### src/sdinit_pkg.sv
// ----------------------------------------------------------------------------
// sdinit_pkg: shared types and constants for the SD SPI init sequencer
// Phase codes, request opcodes, register indexes and command framing.
// ----------------------------------------------------------------------------
`default_nettype none

package sdinit_pkg;

  localparam int unsigned POLL_W  = 8;
  localparam int unsigned RETRY_W = 10;
  localparam int unsigned DUMMY_W = 8;
  localparam int unsigned CFG_W   = 10;
  localparam int unsigned POS_W   = 8;

  localparam logic [POLL_W-1:0]  POLL_LIMIT_RST  = 8'd10;
  localparam logic [RETRY_W-1:0] RETRY_LIMIT_RST = 10'd100;
  localparam logic [DUMMY_W-1:0] DUMMY_COUNT_RST = 8'd10;

  localparam logic [7:0] BYTE_IDLE = 8'hFF;
  localparam logic [7:0] RESP_IDLE = 8'h01;
  localparam logic [7:0] RESP_OK   = 8'h00;
  localparam logic [7:0] CMD_START = 8'h40;
  localparam logic [7:0] CRC_CMD0  = 8'h95;
  localparam logic [7:0] CRC_CMD8  = 8'h87;
  localparam logic [7:0] CRC_NONE  = 8'hFF;
  localparam logic [31:0] ARG_CMD8   = 32'h0000_01AA;
  localparam logic [31:0] ARG_ACMD41 = 32'h4000_0000;
  localparam logic [31:0] ARG_CMD16  = 32'd512;

  localparam logic [POS_W-1:0] POS_CRC  = 8'd5;
  localparam logic [POS_W-1:0] POS_POLL = 8'd6;

  typedef enum logic [1:0] {
    OP_START = 2'd0,
    OP_XFER  = 2'd1,
    OP_DELAY = 2'd2
  } op_t;

  typedef enum logic [1:0] {
    CFG_POLL_LIMIT  = 2'd0,
    CFG_RETRY_LIMIT = 2'd1,
    CFG_DUMMY_COUNT = 2'd2
  } cfg_idx_t;

  typedef enum logic [1:0] {
    OC_RUN   = 2'd0,
    OC_READY = 2'd1,
    OC_FAIL  = 2'd2
  } outcome_t;

  typedef enum logic [9:0] {
    PH_IDLE   = 10'b00_0000_0001,
    PH_DUMMY  = 10'b00_0000_0010,
    PH_CMD0   = 10'b00_0000_0100,
    PH_CMD8   = 10'b00_0000_1000,
    PH_CMD55  = 10'b00_0001_0000,
    PH_ACMD41 = 10'b00_0010_0000,
    PH_CMD16  = 10'b00_0100_0000,
    PH_WAIT   = 10'b00_1000_0000,
    PH_DONE   = 10'b01_0000_0000,
    PH_FAIL   = 10'b10_0000_0000
  } phase_t;

  // packed lowest field last: tx_byte lands in bits [7:0]
  typedef struct packed {
    logic [1:0] outcome;
    logic       fast_clock;
    logic       delay_request;
    logic       deselect_first;
    logic       select_level;
    logic       tx_valid;
    logic [7:0] tx_byte;
  } res_t;

  function automatic logic [7:0] frame_byte(input phase_t ph, input logic [2:0] pos);
    logic [7:0]  idx;
    logic [31:0] arg;
    logic [7:0]  crc;
    logic [7:0]  b;
    crc = CRC_NONE;
    unique case (ph)
      PH_CMD0: begin
        idx = 8'd0;  arg = 32'd0;      crc = CRC_CMD0;
      end
      PH_CMD8: begin
        idx = 8'd8;  arg = ARG_CMD8;   crc = CRC_CMD8;
      end
      PH_CMD55: begin
        idx = 8'd55; arg = 32'd0;
      end
      PH_ACMD41: begin
        idx = 8'd41; arg = ARG_ACMD41;
      end
      default: begin
        idx = 8'd16; arg = ARG_CMD16;
      end
    endcase
    unique case (pos)
      3'd0:    b = idx | CMD_START;
      3'd1:    b = arg[31:24];
      3'd2:    b = arg[23:16];
      3'd3:    b = arg[15:8];
      3'd4:    b = arg[7:0];
      default: b = crc;
    endcase
    return b;
  endfunction

endpackage

`default_nettype wire

### src/sd_spi_card_init_sequencer_core.sv
// ----------------------------------------------------------------------------
// sd_spi_card_init_sequencer_core: SD card SPI-mode start-up sequencer
// Decides one SPI byte exchange per request: dummy bytes, command framing,
// response polling, ACMD41 retry loop, then grants the fast clock.
// ----------------------------------------------------------------------------
// Output: an accepted request's result is registered in the output register.
// Throughput: one request per cycle while the downstream side is ready; the output
//   register is refilled while the downstream side takes the held result.
// Reset: synchronous active-low; phase idle, counters cleared, registers at
//   defaults (poll 10, retries 100, dummy bytes 10), no result pending.
`default_nettype none

module sd_spi_card_init_sequencer_core
  import sdinit_pkg::*;
(
  input  wire logic              clk,
  input  wire logic              rst_n,
  input  wire logic              in_tvalid,
  output logic                   in_tready,
  input  wire logic [7:0]        in_tdata,   // [7:0] rx_byte
  input  wire logic [1:0]        in_tuser,   // [1:0] op
  output logic                   out_tvalid,
  input  wire logic              out_tready,
  // [7:0] tx_byte, [8] tx_valid, [9] select_level, [10] deselect_first,
  // [11] delay_request, [12] fast_clock, [14:13] outcome, [15] zero
  output logic [15:0]            out_tdata,
  input  wire logic              cfg_we,
  input  wire logic [1:0]        cfg_addr,
  input  wire logic [CFG_W-1:0]  cfg_wdata
);

  logic [POLL_W-1:0]  poll_limit_r;
  logic [RETRY_W-1:0] retry_limit_r;
  logic [DUMMY_W-1:0] dummy_count_r;

  phase_t             phase_r, phase_nxt;
  logic [POS_W-1:0]   pos_r, pos_nxt;
  logic [POLL_W-1:0]  poll_r, poll_nxt;
  logic [RETRY_W-1:0] retry_r, retry_nxt;
  logic               out_valid_r;
  res_t               res_r, res_nxt;

  logic               acc;
  logic [1:0]         op;
  logic [7:0]         rx;
  logic               fin;
  logic               got;
  logic [POLL_W-1:0]  poll_inc;
  logic [RETRY_W-1:0] retry_inc;
  logic [POS_W:0]     dummy_next;

  assign in_tready  = !out_valid_r || out_tready;
  assign acc        = in_tvalid && in_tready;
  assign op         = in_tuser;
  assign rx         = in_tdata;
  assign out_tvalid = out_valid_r;
  assign out_tdata  = {1'b0, res_r};

  assign poll_inc   = (poll_r == '1) ? poll_r : poll_r + POLL_W'(1);
  assign retry_inc  = (retry_r == '1) ? retry_r : retry_r + RETRY_W'(1);
  assign dummy_next = {1'b0, pos_r} + (POS_W+1)'(1);

  function automatic res_t status_res(input phase_t ph, input logic desel);
    res_t r;
    r.tx_byte        = 8'd0;
    r.tx_valid       = 1'b0;
    r.select_level   = 1'b1;
    r.deselect_first = desel;
    r.delay_request  = 1'b0;
    r.fast_clock     = (ph == PH_DONE);
    r.outcome        = (ph == PH_DONE) ? OC_READY : ((ph == PH_FAIL) ? OC_FAIL : OC_RUN);
    return r;
  endfunction

  function automatic res_t byte_res(input logic [7:0] b, input logic sel,
                                    input logic desel);
    res_t r;
    r.tx_byte        = b;
    r.tx_valid       = 1'b1;
    r.select_level   = sel;
    r.deselect_first = desel;
    r.delay_request  = 1'b0;
    r.fast_clock     = 1'b0;
    r.outcome        = OC_RUN;
    return r;
  endfunction

  always_comb begin
    phase_nxt = phase_r;
    pos_nxt   = pos_r;
    poll_nxt  = poll_r;
    retry_nxt = retry_r;
    res_nxt   = status_res(phase_r, 1'b0);
    fin       = 1'b0;
    got       = 1'b0;

    if (op == OP_START) begin
      phase_nxt = PH_DUMMY;
      pos_nxt   = '0;
      poll_nxt  = '0;
      retry_nxt = '0;
      res_nxt   = byte_res(BYTE_IDLE, 1'b1, 1'b0);
    end else if (op == OP_DELAY && phase_r == PH_WAIT) begin
      phase_nxt = PH_CMD55;
      pos_nxt   = '0;
      poll_nxt  = '0;
      res_nxt   = byte_res(frame_byte(PH_CMD55, 3'd0), 1'b0, 1'b0);
    end else if (op == OP_XFER) begin
      unique case (phase_r)
        PH_DUMMY: begin
          if (dummy_next >= {1'b0, dummy_count_r}) begin
            phase_nxt = PH_CMD0;
            pos_nxt   = '0;
            poll_nxt  = '0;
            res_nxt   = byte_res(frame_byte(PH_CMD0, 3'd0), 1'b0, 1'b0);
          end else begin
            pos_nxt = dummy_next[POS_W-1:0];
            res_nxt = byte_res(BYTE_IDLE, 1'b1, 1'b0);
          end
        end
        PH_CMD0, PH_CMD8, PH_CMD55, PH_ACMD41, PH_CMD16: begin
          if (pos_r < POS_CRC) begin
            pos_nxt = pos_r + POS_W'(1);
            res_nxt = byte_res(frame_byte(phase_r, pos_nxt[2:0]), 1'b0, 1'b0);
          end else if (pos_r == POS_CRC) begin
            pos_nxt  = POS_POLL;
            poll_nxt = '0;
            res_nxt  = byte_res(BYTE_IDLE, 1'b0, 1'b0);
          end else if (rx != BYTE_IDLE) begin
            fin = 1'b1;
            got = 1'b1;
          end else begin
            poll_nxt = poll_inc;
            if (poll_inc >= poll_limit_r) begin
              fin = 1'b1;
            end else begin
              res_nxt = byte_res(BYTE_IDLE, 1'b0, 1'b0);
            end
          end
        end
        default: ;
      endcase
    end

    if (fin) begin
      unique case (phase_r)
        PH_CMD0: begin
          if (got && rx == RESP_IDLE) begin
            phase_nxt = PH_CMD8;
            pos_nxt   = '0;
            poll_nxt  = '0;
            res_nxt   = byte_res(frame_byte(PH_CMD8, 3'd0), 1'b0, 1'b1);
          end else begin
            phase_nxt = PH_FAIL;
            res_nxt   = status_res(PH_FAIL, 1'b1);
          end
        end
        PH_CMD8: begin
          if (got) begin
            phase_nxt = PH_CMD55;
            pos_nxt   = '0;
            poll_nxt  = '0;
            res_nxt   = byte_res(frame_byte(PH_CMD55, 3'd0), 1'b0, 1'b1);
          end else begin
            phase_nxt = PH_FAIL;
            res_nxt   = status_res(PH_FAIL, 1'b1);
          end
        end
        PH_CMD55: begin
          phase_nxt = PH_ACMD41;
          pos_nxt   = '0;
          poll_nxt  = '0;
          res_nxt   = byte_res(frame_byte(PH_ACMD41, 3'd0), 1'b0, 1'b1);
        end
        PH_ACMD41: begin
          if (got && rx == RESP_OK) begin
            phase_nxt = PH_CMD16;
            pos_nxt   = '0;
            poll_nxt  = '0;
            res_nxt   = byte_res(frame_byte(PH_CMD16, 3'd0), 1'b0, 1'b1);
          end else begin
            retry_nxt = retry_inc;
            if (retry_inc >= retry_limit_r) begin
              phase_nxt = PH_FAIL;
              res_nxt   = status_res(PH_FAIL, 1'b1);
            end else begin
              phase_nxt             = PH_WAIT;
              res_nxt               = status_res(PH_WAIT, 1'b1);
              res_nxt.delay_request = 1'b1;
            end
          end
        end
        default: begin
          phase_nxt = PH_DONE;
          res_nxt   = status_res(PH_DONE, 1'b1);
        end
      endcase
    end
  end

  always_ff @(posedge clk) begin
    if (!rst_n) begin
      poll_limit_r  <= POLL_LIMIT_RST;
      retry_limit_r <= RETRY_LIMIT_RST;
      dummy_count_r <= DUMMY_COUNT_RST;
    end else if (cfg_we) begin
      unique case (cfg_addr)
        CFG_POLL_LIMIT:  poll_limit_r  <= cfg_wdata[POLL_W-1:0];
        CFG_RETRY_LIMIT: retry_limit_r <= cfg_wdata[RETRY_W-1:0];
        CFG_DUMMY_COUNT: dummy_count_r <= cfg_wdata[DUMMY_W-1:0];
        default: ;
      endcase
    end
  end

  always_ff @(posedge clk) begin
    if (!rst_n) begin
      phase_r     <= PH_IDLE;
      pos_r       <= '0;
      poll_r      <= '0;
      retry_r     <= '0;
      out_valid_r <= 1'b0;
    end else begin
      if (acc) begin
        phase_r <= phase_nxt;
        pos_r   <= pos_nxt;
        poll_r  <= poll_nxt;
        retry_r <= retry_nxt;
      end
      if (acc) begin
        out_valid_r <= 1'b1;
      end else if (out_tready) begin
        out_valid_r <= 1'b0;
      end
    end
  end

  always_ff @(posedge clk) begin
    if (acc) begin
      res_r <= res_nxt;
    end
  end

  a_delay_waits: assert property (@(posedge clk) disable iff (!rst_n)
    acc && res_nxt.delay_request |=> phase_r == PH_WAIT)
    else $error("delay request without entering wait");

  a_start_clears: assert property (@(posedge clk) disable iff (!rst_n)
    acc && op == OP_START |=> phase_r == PH_DUMMY && retry_r == '0 && pos_r == '0)
    else $error("start did not restart the sequence");

  a_no_byte_deselect: assert property (@(posedge clk) disable iff (!rst_n)
    out_valid_r && !res_r.tx_valid |-> res_r.select_level && res_r.tx_byte == 8'd0)
    else $error("idle result with chip select low or stray byte");

  a_fast_ready: assert property (@(posedge clk) disable iff (!rst_n)
    out_valid_r && res_r.fast_clock |-> res_r.outcome == OC_READY)
    else $error("fast clock before card ready");

  a_cmd_pos: assert property (@(posedge clk) disable iff (!rst_n)
    (phase_r == PH_CMD0 || phase_r == PH_CMD8 || phase_r == PH_CMD55 ||
     phase_r == PH_ACMD41 || phase_r == PH_CMD16) |-> pos_r <= POS_POLL)
    else $error("command byte position out of range");

endmodule

`default_nettype wire

### config.mk
export PLATFORM = sky130hd
export DESIGN_NAME = sd_spi_card_init_sequencer_core
export DESIGN_NICKNAME = d
export VERILOG_FILES = /design/src/sdinit_pkg.sv /design/src/sd_spi_card_init_sequencer_core.sv
export SDC_FILE = /design/constraint.sdc
export NUM_CORES = 1
export LEC_CHECK = 0
export ABC_CLOCK_PERIOD_IN_PS = 4300
export BUFFER_PORTS_ARGS = -buffer_cell sky130_fd_sc_hd__buf_2
export CORE_ASPECT_RATIO = 2
export CORE_UTILIZATION = 46
export CTS_CLUSTER_SIZE = 25
export DETAILED_ROUTE_END_ITERATION = 8
export PLACE_DENSITY = 0.74
export SLEW_MARGIN = 20
export SYNTH_ARGS = -nofsm -noshare
export SYNTH_HDL_FRONTEND = slang
export SYNTH_SLANG_ARGS = --single-unit
### constraint.sdc
create_clock -name clk -period 4.3 [get_ports clk]
set_input_delay 0.43 -clock clk [delete_from_list [all_inputs] [get_ports clk]]
set_output_delay 0.43 -clock clk [all_outputs]
set_load 0.02 [all_outputs]
Word level (Yosys, flattened, before mapping)
Index checks and enable logic that the tools add are counted. W data, S select, Z words.

Register bits after elaboration: 78. Latch bits: 0. RAM bits: 0. ROM bits: 0. Input port bits: 27. Output and inout bits: 18. Memories kept: 0.

Add/subtract/negate cells: 4. Multipliers: 0. Divide/modulo/power cells: 0. $lt $le $gt $ge: 4. Equality and inequality tests: 22. Shift operators: 0. Muxes and demuxes: 80. Bitwise operators: 0. Reduce and logical (&&, ||, !) cells: 20.

Operators by type and width (number): $mux W15 (12); $mux W8 (22); $mux W10 (16); $pmux W31 S3 (1); $pmux W8 S4 (2); $pmux W15 S4 (1); $pmux W10 S4 (1); $pmux W8 S5 (1); $pmux W8 S2 (2); $pmux W15 S2 (1); $pmux W6 S4 (1); $eq A10 B10 Y1 const B (2); $mux W1 (17); $add A8 B1 Y8 const B (2); $pmux W7 S2 (1); $reduce_bool A4 Y1 (3); $add A10 B1 Y10 const B (1); $eq A10 B2 Y1 const B (1); $eq A10 B3 Y1 const B (1); $eq A10 B4 Y1 const B (1); $eq A10 B5 Y1 const B (1); $eq A10 B6 Y1 const B (1); $eq A10 B7 Y1 const B (1); $eq A10 B8 Y1 const B (1); other kinds (27) (37).

Logic depth before layout (Yosys ltp)
Depth after elaboration: 13. Gate-level depth with buffers: 15. Gate-level depth less buffers: 14.

Worst setup path before layout
No wires, ideal clock.

Kind: register -> register. Start point: register poll_r[0]. End point: register phase_r[1]. Library setup time: 0.116 ns. Arrival: 3.308 ns. Required time: 4.184 ns. Setup slack: 0.876 ns. Cell stages (with the launch flop): 15. Buffers on the path: 0. Clock period less this slack: 3.424 ns. Cell sequence: dfxtp_1 > ha_1 > and3_1 > nand3_1 > nand3_1 > o21a_1 > ha_1 > a211o_1 > a2111o_1 > a21oi_2 > or2_4 > inv_2 > o31ai_4 > mux2i_1 > nor2b_1.

Word-level cells in the longest chain between the ends: 13. Elaborated cells on any way between the ends: 17. Classes of those cells: add/sub: 1; order compare: 1; eq/ne: 1; mux: 10; reduce/logical: 4.

RTL lines: from (decl) (RTL line sd_spi_card_init_sequencer_core.sv:38) `logic [POLL_W-1:0] poll_r, poll_nxt;`; from (signal assigned) (RTL line sd_spi_card_init_sequencer_core.sv:227) `poll_r <= poll_nxt;`; $add A8 B1 Y8 / $eq A8 B8 Y1 (equally long branches) (RTL line sd_spi_card_init_sequencer_core.sv:59) `assign poll_inc = (poll_r == '1) ? poll_r : poll_r + POLL_W'(1);`; $mux W8 (*) (RTL line sd_spi_card_init_sequencer_core.sv:59); $ge A8 B8 Y1 (*) (RTL line sd_spi_card_init_sequencer_core.sv:134) `if (poll_inc >= poll_limit_r) begin`; $mux W1 (*) (RTL line sd_spi_card_init_sequencer_core.sv:134); $mux W1 (*) (RTL line sd_spi_card_init_sequencer_core.sv:129) `end else if (rx != BYTE_IDLE) begin`; $mux W1 (*) (RTL line sd_spi_card_init_sequencer_core.sv:125) `end else if (pos_r == POS_CRC) begin`; $mux W1 (*) (RTL line sd_spi_card_init_sequencer_core.sv:122) `if (pos_r < POS_CRC) begin`; $mux W1 (*) (RTL line sd_spi_card_init_sequencer_core.sv:109) `unique case (phase_r)`; $mux W1 (*) (RTL line sd_spi_card_init_sequencer_core.sv:108) `end else if (op == OP_XFER) begin`; $mux W1 (*) (RTL line sd_spi_card_init_sequencer_core.sv:103) `end else if (op == OP_DELAY && phase_r == PH_WAIT) begin`; $mux W1 (*) (RTL line sd_spi_card_init_sequencer_core.sv:97) `if (op == OP_START) begin`; via fin (RTL line sd_spi_card_init_sequencer_core.sv:46) `logic fin;`; $reduce_bool A4 Y1 (no source line); $reduce_and A4 Y1 (no source line); to (signal assigned) (RTL line sd_spi_card_init_sequencer_core.sv:225) `phase_r <= phase_nxt;`; to (decl) (RTL line sd_spi_card_init_sequencer_core.sv:36) `phase_t phase_r, phase_nxt;`.

Mark *: on every way through the listed nets, which the timed path passes. The rest lies on a longest branch. A chain may end at the register's enable or synchronous reset.

Worst setup path after layout
Start point: register poll_r[0]. End point: register phase_r[3].

The elaborated chain is that of the path after synthesis.

==> results list <==
- Most crowded layer after global routing: met2
* Wire length per cell after detailed routing: 16.7 µm
* Count of cell types in the netlist: 65
- The number of global-route vias before repair was 4389.
- The smallest clock period supported by the final layout is computed as 3.91 ns.
- Utilization after layout: 53.6%
- Vert. Die Dim: 150 µm
- Setup slack on the worst reg-to-reg path comes out at 0.39 ns.
- Post-synth EDFFs: 14
- The initialized floorplan defines 53 standard-cell rows.
* Arrival @ worst endpoint: 4.15 ns
- On the critical path the largest part of the delay comes from compound AO/OA/AOI/OAI gates.
* Final routed DRC violation total: 0
* Cell with the biggest individual delay on the critical path: sky130_fd_sc_hd__o31ai_4
- Transition time at the pin with the least slew margin: 0.866 ns
- In this run the horizontal extent of the chip is 75.8 µm.
* Gp weighted congestion: 0.962
* F_max: 0.256 GHz
- Total negative slack for setup checks: 0 ns
- The worst hold path belongs to the class input port to flip-flop.
- The initial antenna violation count was 0.
- Setup slack after layout: 0.388 ns
- 45 I/O pins were placed.
- Post-detailed-route count of antenna-violating nets: 0
- CTS resizes: 0
* Final worst path period share: 91.0%
* Worst Path Required: 4.54 ns
* Synthesized net count: 664
- Number of clock buffers inserted by TritonCTS: 9
- Worst Setup Start Kind: flip-flop
- Buffers added to address setup during post-CTS repair amount to 0.
- Post-detailed-placement half-perimeter wirelength: 10.2 mm
- After synthesis, the mean cell area works out to 8.34 µm².
- For this run, asynchronously set or reset flops after synthesis account for 0%.
- Leaving out fill and tap cells, the most frequent cell in the layout is sky130_fd_sc_hd__dfxtp_1.
- Maximum clock insertion buffer count: 2
* CTS clock-pin slew for the worst setup and hold paths: 0.06 ns
- The worst register-to-register path begins at poll_r[0]$_SDFFE_PN0P_.
* Clock latency of the later-clocked register in the worst-skew pair: 0.34 ns
- Crit path launch: poll_r[0]$_SDFFE_PN0P_
* Worst rel slew slack: 41.5%
* Final Hold Fails: 0
- TritonCTS clock tree: done
- Via count: 4489
* Number of nets in the final layout: 704
* First-pass GRT wire length: 20.9 mm
- The clock drives 77 sinks.
- Worst slack at placement: 0.406 ns
- Fraction of layout instances using a drive strength above 1: 12.7%
- Most frequent cells in the layout: sky130_fd_sc_hd__dfxtp_1 (63), sky130_fd_sc_hd__nand2_1 (60), sky130_fd_sc_hd__nor2_1 (44)
- Pwr Density: 297 nW/µm²
- Synthesized flop and latch total: 77
- For this design, the CTS-stage hold fixing added 0 buffers.
- The worst setup path is captured at a flip-flop.
- Wires add up to 13.1 mm.
- The die covers 11300 µm².
- Global routing usage summed across all routing layers: 24.9%
* Clock root buffer: sky130_fd_sc_hd__clkbuf_16
- Entering global routing, the biggest net connects 46 pins.
- RSZ-0062 raised after global routing: no
* Global route total overflow: 0
- The count of buffers added on input and output ports is 43.
- Largest stage delay, worst path: 0.53 ns
- For this run, the number of Yosys warnings is 0.
- Synthesis handed over a netlist of 601 instances.
- Worst-path cell chain: ha_1 -> and3_1 -> nand3_1 -> nand3_1 -> o21a_1 -> ha_1 -> a211o_1 -> a2111o_1 -> a21oi_2 -> or2_4 -> inv_2 -> o31ai_4 -> mux2i_1 -> nor2b_1
- Synthesis-to-layout area growth: 12.8%
- Area of the core region: 10500 µm²
- Result of the run: complete, no violations
- Diodes inserted: 0
- In the post-synthesis netlist, the biggest area contributors are sky130_fd_sc_hd__dfxtp_1 (25%), sky130_fd_sc_hd__ha_1 (9.0%), sky130_fd_sc_hd__edfxtp_1 (8.4%), sky130_fd_sc_hd__nand2_1 (4.5%), sky130_fd_sc_hd__a21oi_1 (3.3%).
* Cell taking the most area after synthesis: sky130_fd_sc_hd__dfxtp_1
* Worst-path maximum fanout: 10
* Number of design-rule violations left by the first detailed-router iteration: 337
* Largest vdd supply drop: 0.254 mV
- MaxCap Viol Count: 0
* Top cell type's share of synthesized area: 25.2%
- The worst hold path begins at cfg_wdata[9].
- For met2 alone, demand over resource in global routing was 43.3%.
- Met3 GRT Util: 5.72%
- For this run, the register share of the synthesized area comes to 33.6%.
- For this run, the leading register cell type out of synthesis is sky130_fd_sc_hd__dfxtp_1.
- The worst setup path is of the flip-flop to flip-flop kind.
- The number of buffers and inverters on the critical path is 1.
- Number of max-slew violations in the final report: 0
- In the global route stage, met1 resource usage came out at 24.9%.
- Setup-violating endpoint count in the final report: 0
- Counting the fill cells in the layout gives 961.
- H-tree levels: 3
- Summed instance area of the synthesized netlist: 5010 µm²
- Dividing the detail-routed via count by the number of cells gives 5.73.
* Worst clock skew on the final layout: 0.00837 ns
- The analysis attributes to cell leakage a power of 0.00241 µW.
* Iteration count of the initial detailed-routing pass: 4
- Once the floorplan was initialized, standard cells occupied 47.5% of the core.
[synth_stat cells (3+ instances only)]
library cell / n
sky130_fd_sc_hd__o21ai_1: 3
sky130_fd_sc_hd__a21boi_0: 12
sky130_fd_sc_hd__a31oi_1: 6
sky130_fd_sc_hd__and3_1: 14
sky130_fd_sc_hd__xnor2_1: 13
sky130_fd_sc_hd__nand3b_1: 3
sky130_fd_sc_hd__o31ai_1: 6
sky130_fd_sc_hd__nand4_1: 15
sky130_fd_sc_hd__a21o_1: 12
sky130_fd_sc_hd__or3_1: 7
sky130_fd_sc_hd__a22oi_1: 3
sky130_fd_sc_hd__buf_2: 6
sky130_fd_sc_hd__a22o_1: 11
sky130_fd_sc_hd__a211oi_1: 4
sky130_fd_sc_hd__nand3_1: 23
sky130_fd_sc_hd__dfxtp_1: 63
sky130_fd_sc_hd__nor3_1: 16
sky130_fd_sc_hd__a21oi_1: 33
sky130_fd_sc_hd__nand2_1: 60
sky130_fd_sc_hd__o21a_1: 7
sky130_fd_sc_hd__clkbuf_1: 11
sky130_fd_sc_hd__nor2_1: 44
sky130_fd_sc_hd__ha_1: 36
sky130_fd_sc_hd__inv_1: 33
sky130_fd_sc_hd__edfxtp_1: 14
sky130_fd_sc_hd__and2_1: 9
sky130_fd_sc_hd__o21ai_0: 33
sky130_fd_sc_hd__mux2i_1: 14
sky130_fd_sc_hd__nand2b_1: 10
sky130_fd_sc_hd__nor2b_1: 26
sky130_fd_sc_hd__o211ai_1: 6
sky130_fd_sc_hd__nor4_1: 3
sky130_fd_sc_hd__nor3b_1: 5
[worst min-delay path: stages]
cell                       delay [ns]
sky130_fd_sc_hd__buf_2           0.10
sky130_fd_sc_hd__nand2_1         0.04
sky130_fd_sc_hd__a21boi_0        0.06
[worst paths after layout]
path / depth (start not counted) / end
setup / recovery: 14 / phase_r[3]$_SDFFE_PN0P_
hold reg to reg: 2 / phase_r[0]$_SDFFE_PN1P_
hold / removal: 3 / retry_limit_r[9]$_SDFFE_PN0P_
setup reg to reg: 14 / phase_r[3]$_SDFFE_PN0P_
[cells by family (layout without fill, tap and decap cells)]
logic type | after synthesis | count (layout) | share of synthesized area, %
XOR/XNOR | 14 | 14 | 2.45
flip-flops | 77 | 77 | 33.6
buffers and inverters | 56 | 101 | 4.79
other | 1 | 1 | 0.0749
AO/OA/AOI/OAI | 152 | 152 | 20.7
AND/OR/NAND/NOR | 250 | 250 | 26.4
multiplexers | 15 | 15 | 3.02
adder cells (fa/ha/maj) | 36 | 36 | 8.99
[where the power goes]
part | total [µW] | internal [µW] | leakage [µW] | switching [µW]
clock | 791 | 496 | 0.000156 | 295
sequential | 758 | 753 | 0.000647 | 5.54
combinational | 129 | 47.7 | 0.00161 | 81.8
total | 1680 | 1300 | 0.00241 | 382
[stage by stage]
step	cell area, µm²	std cells	hold slack, ns	total power, µW
after floorplan	5010	601	0.436	856
final	5650	783	0.331	1680
after CTS	5650	783	0.332	1690
after global placement	5340	767	0.453	900
after detailed placement	5340	767	0.454	903
after global routing	5650	783	0.342	1740
[state kept, by name, indices dropped and copies added, names as in the netlist]
register / cells
out_tdata: 14
phase_r: 10
retry_limit_r: 10
dummy_count_r: 8
poll_limit_r: 8
poll_r: 8
retry_r: 10
pos_r: 8
out_tvalid: 1
[metal layers]
metal  wire [µm]  vias to the layer above
li1            -                     2238
met1        4950                     2071
met2        6850                      125
met3         444                       55
met4         874                        0
met5           0                        -
[area by class of cell]
class / instances / area (µm²) / share of cell area (%)
Multi-Input combinational cell: 468 / 3090 / 54.6
Sequential cell: 77 / 1680 / 29.8
Timing Repair Buffer: 50 / 268 / 4.74
Clock buffer: 13 / 270 / 4.78
Tap cell: 137 / 171 / 3.03
Inverter: 35 / 131 / 2.32
Clock inverter: 3 / 41.3 / 0.731
(Power assumes the default switching activity.)
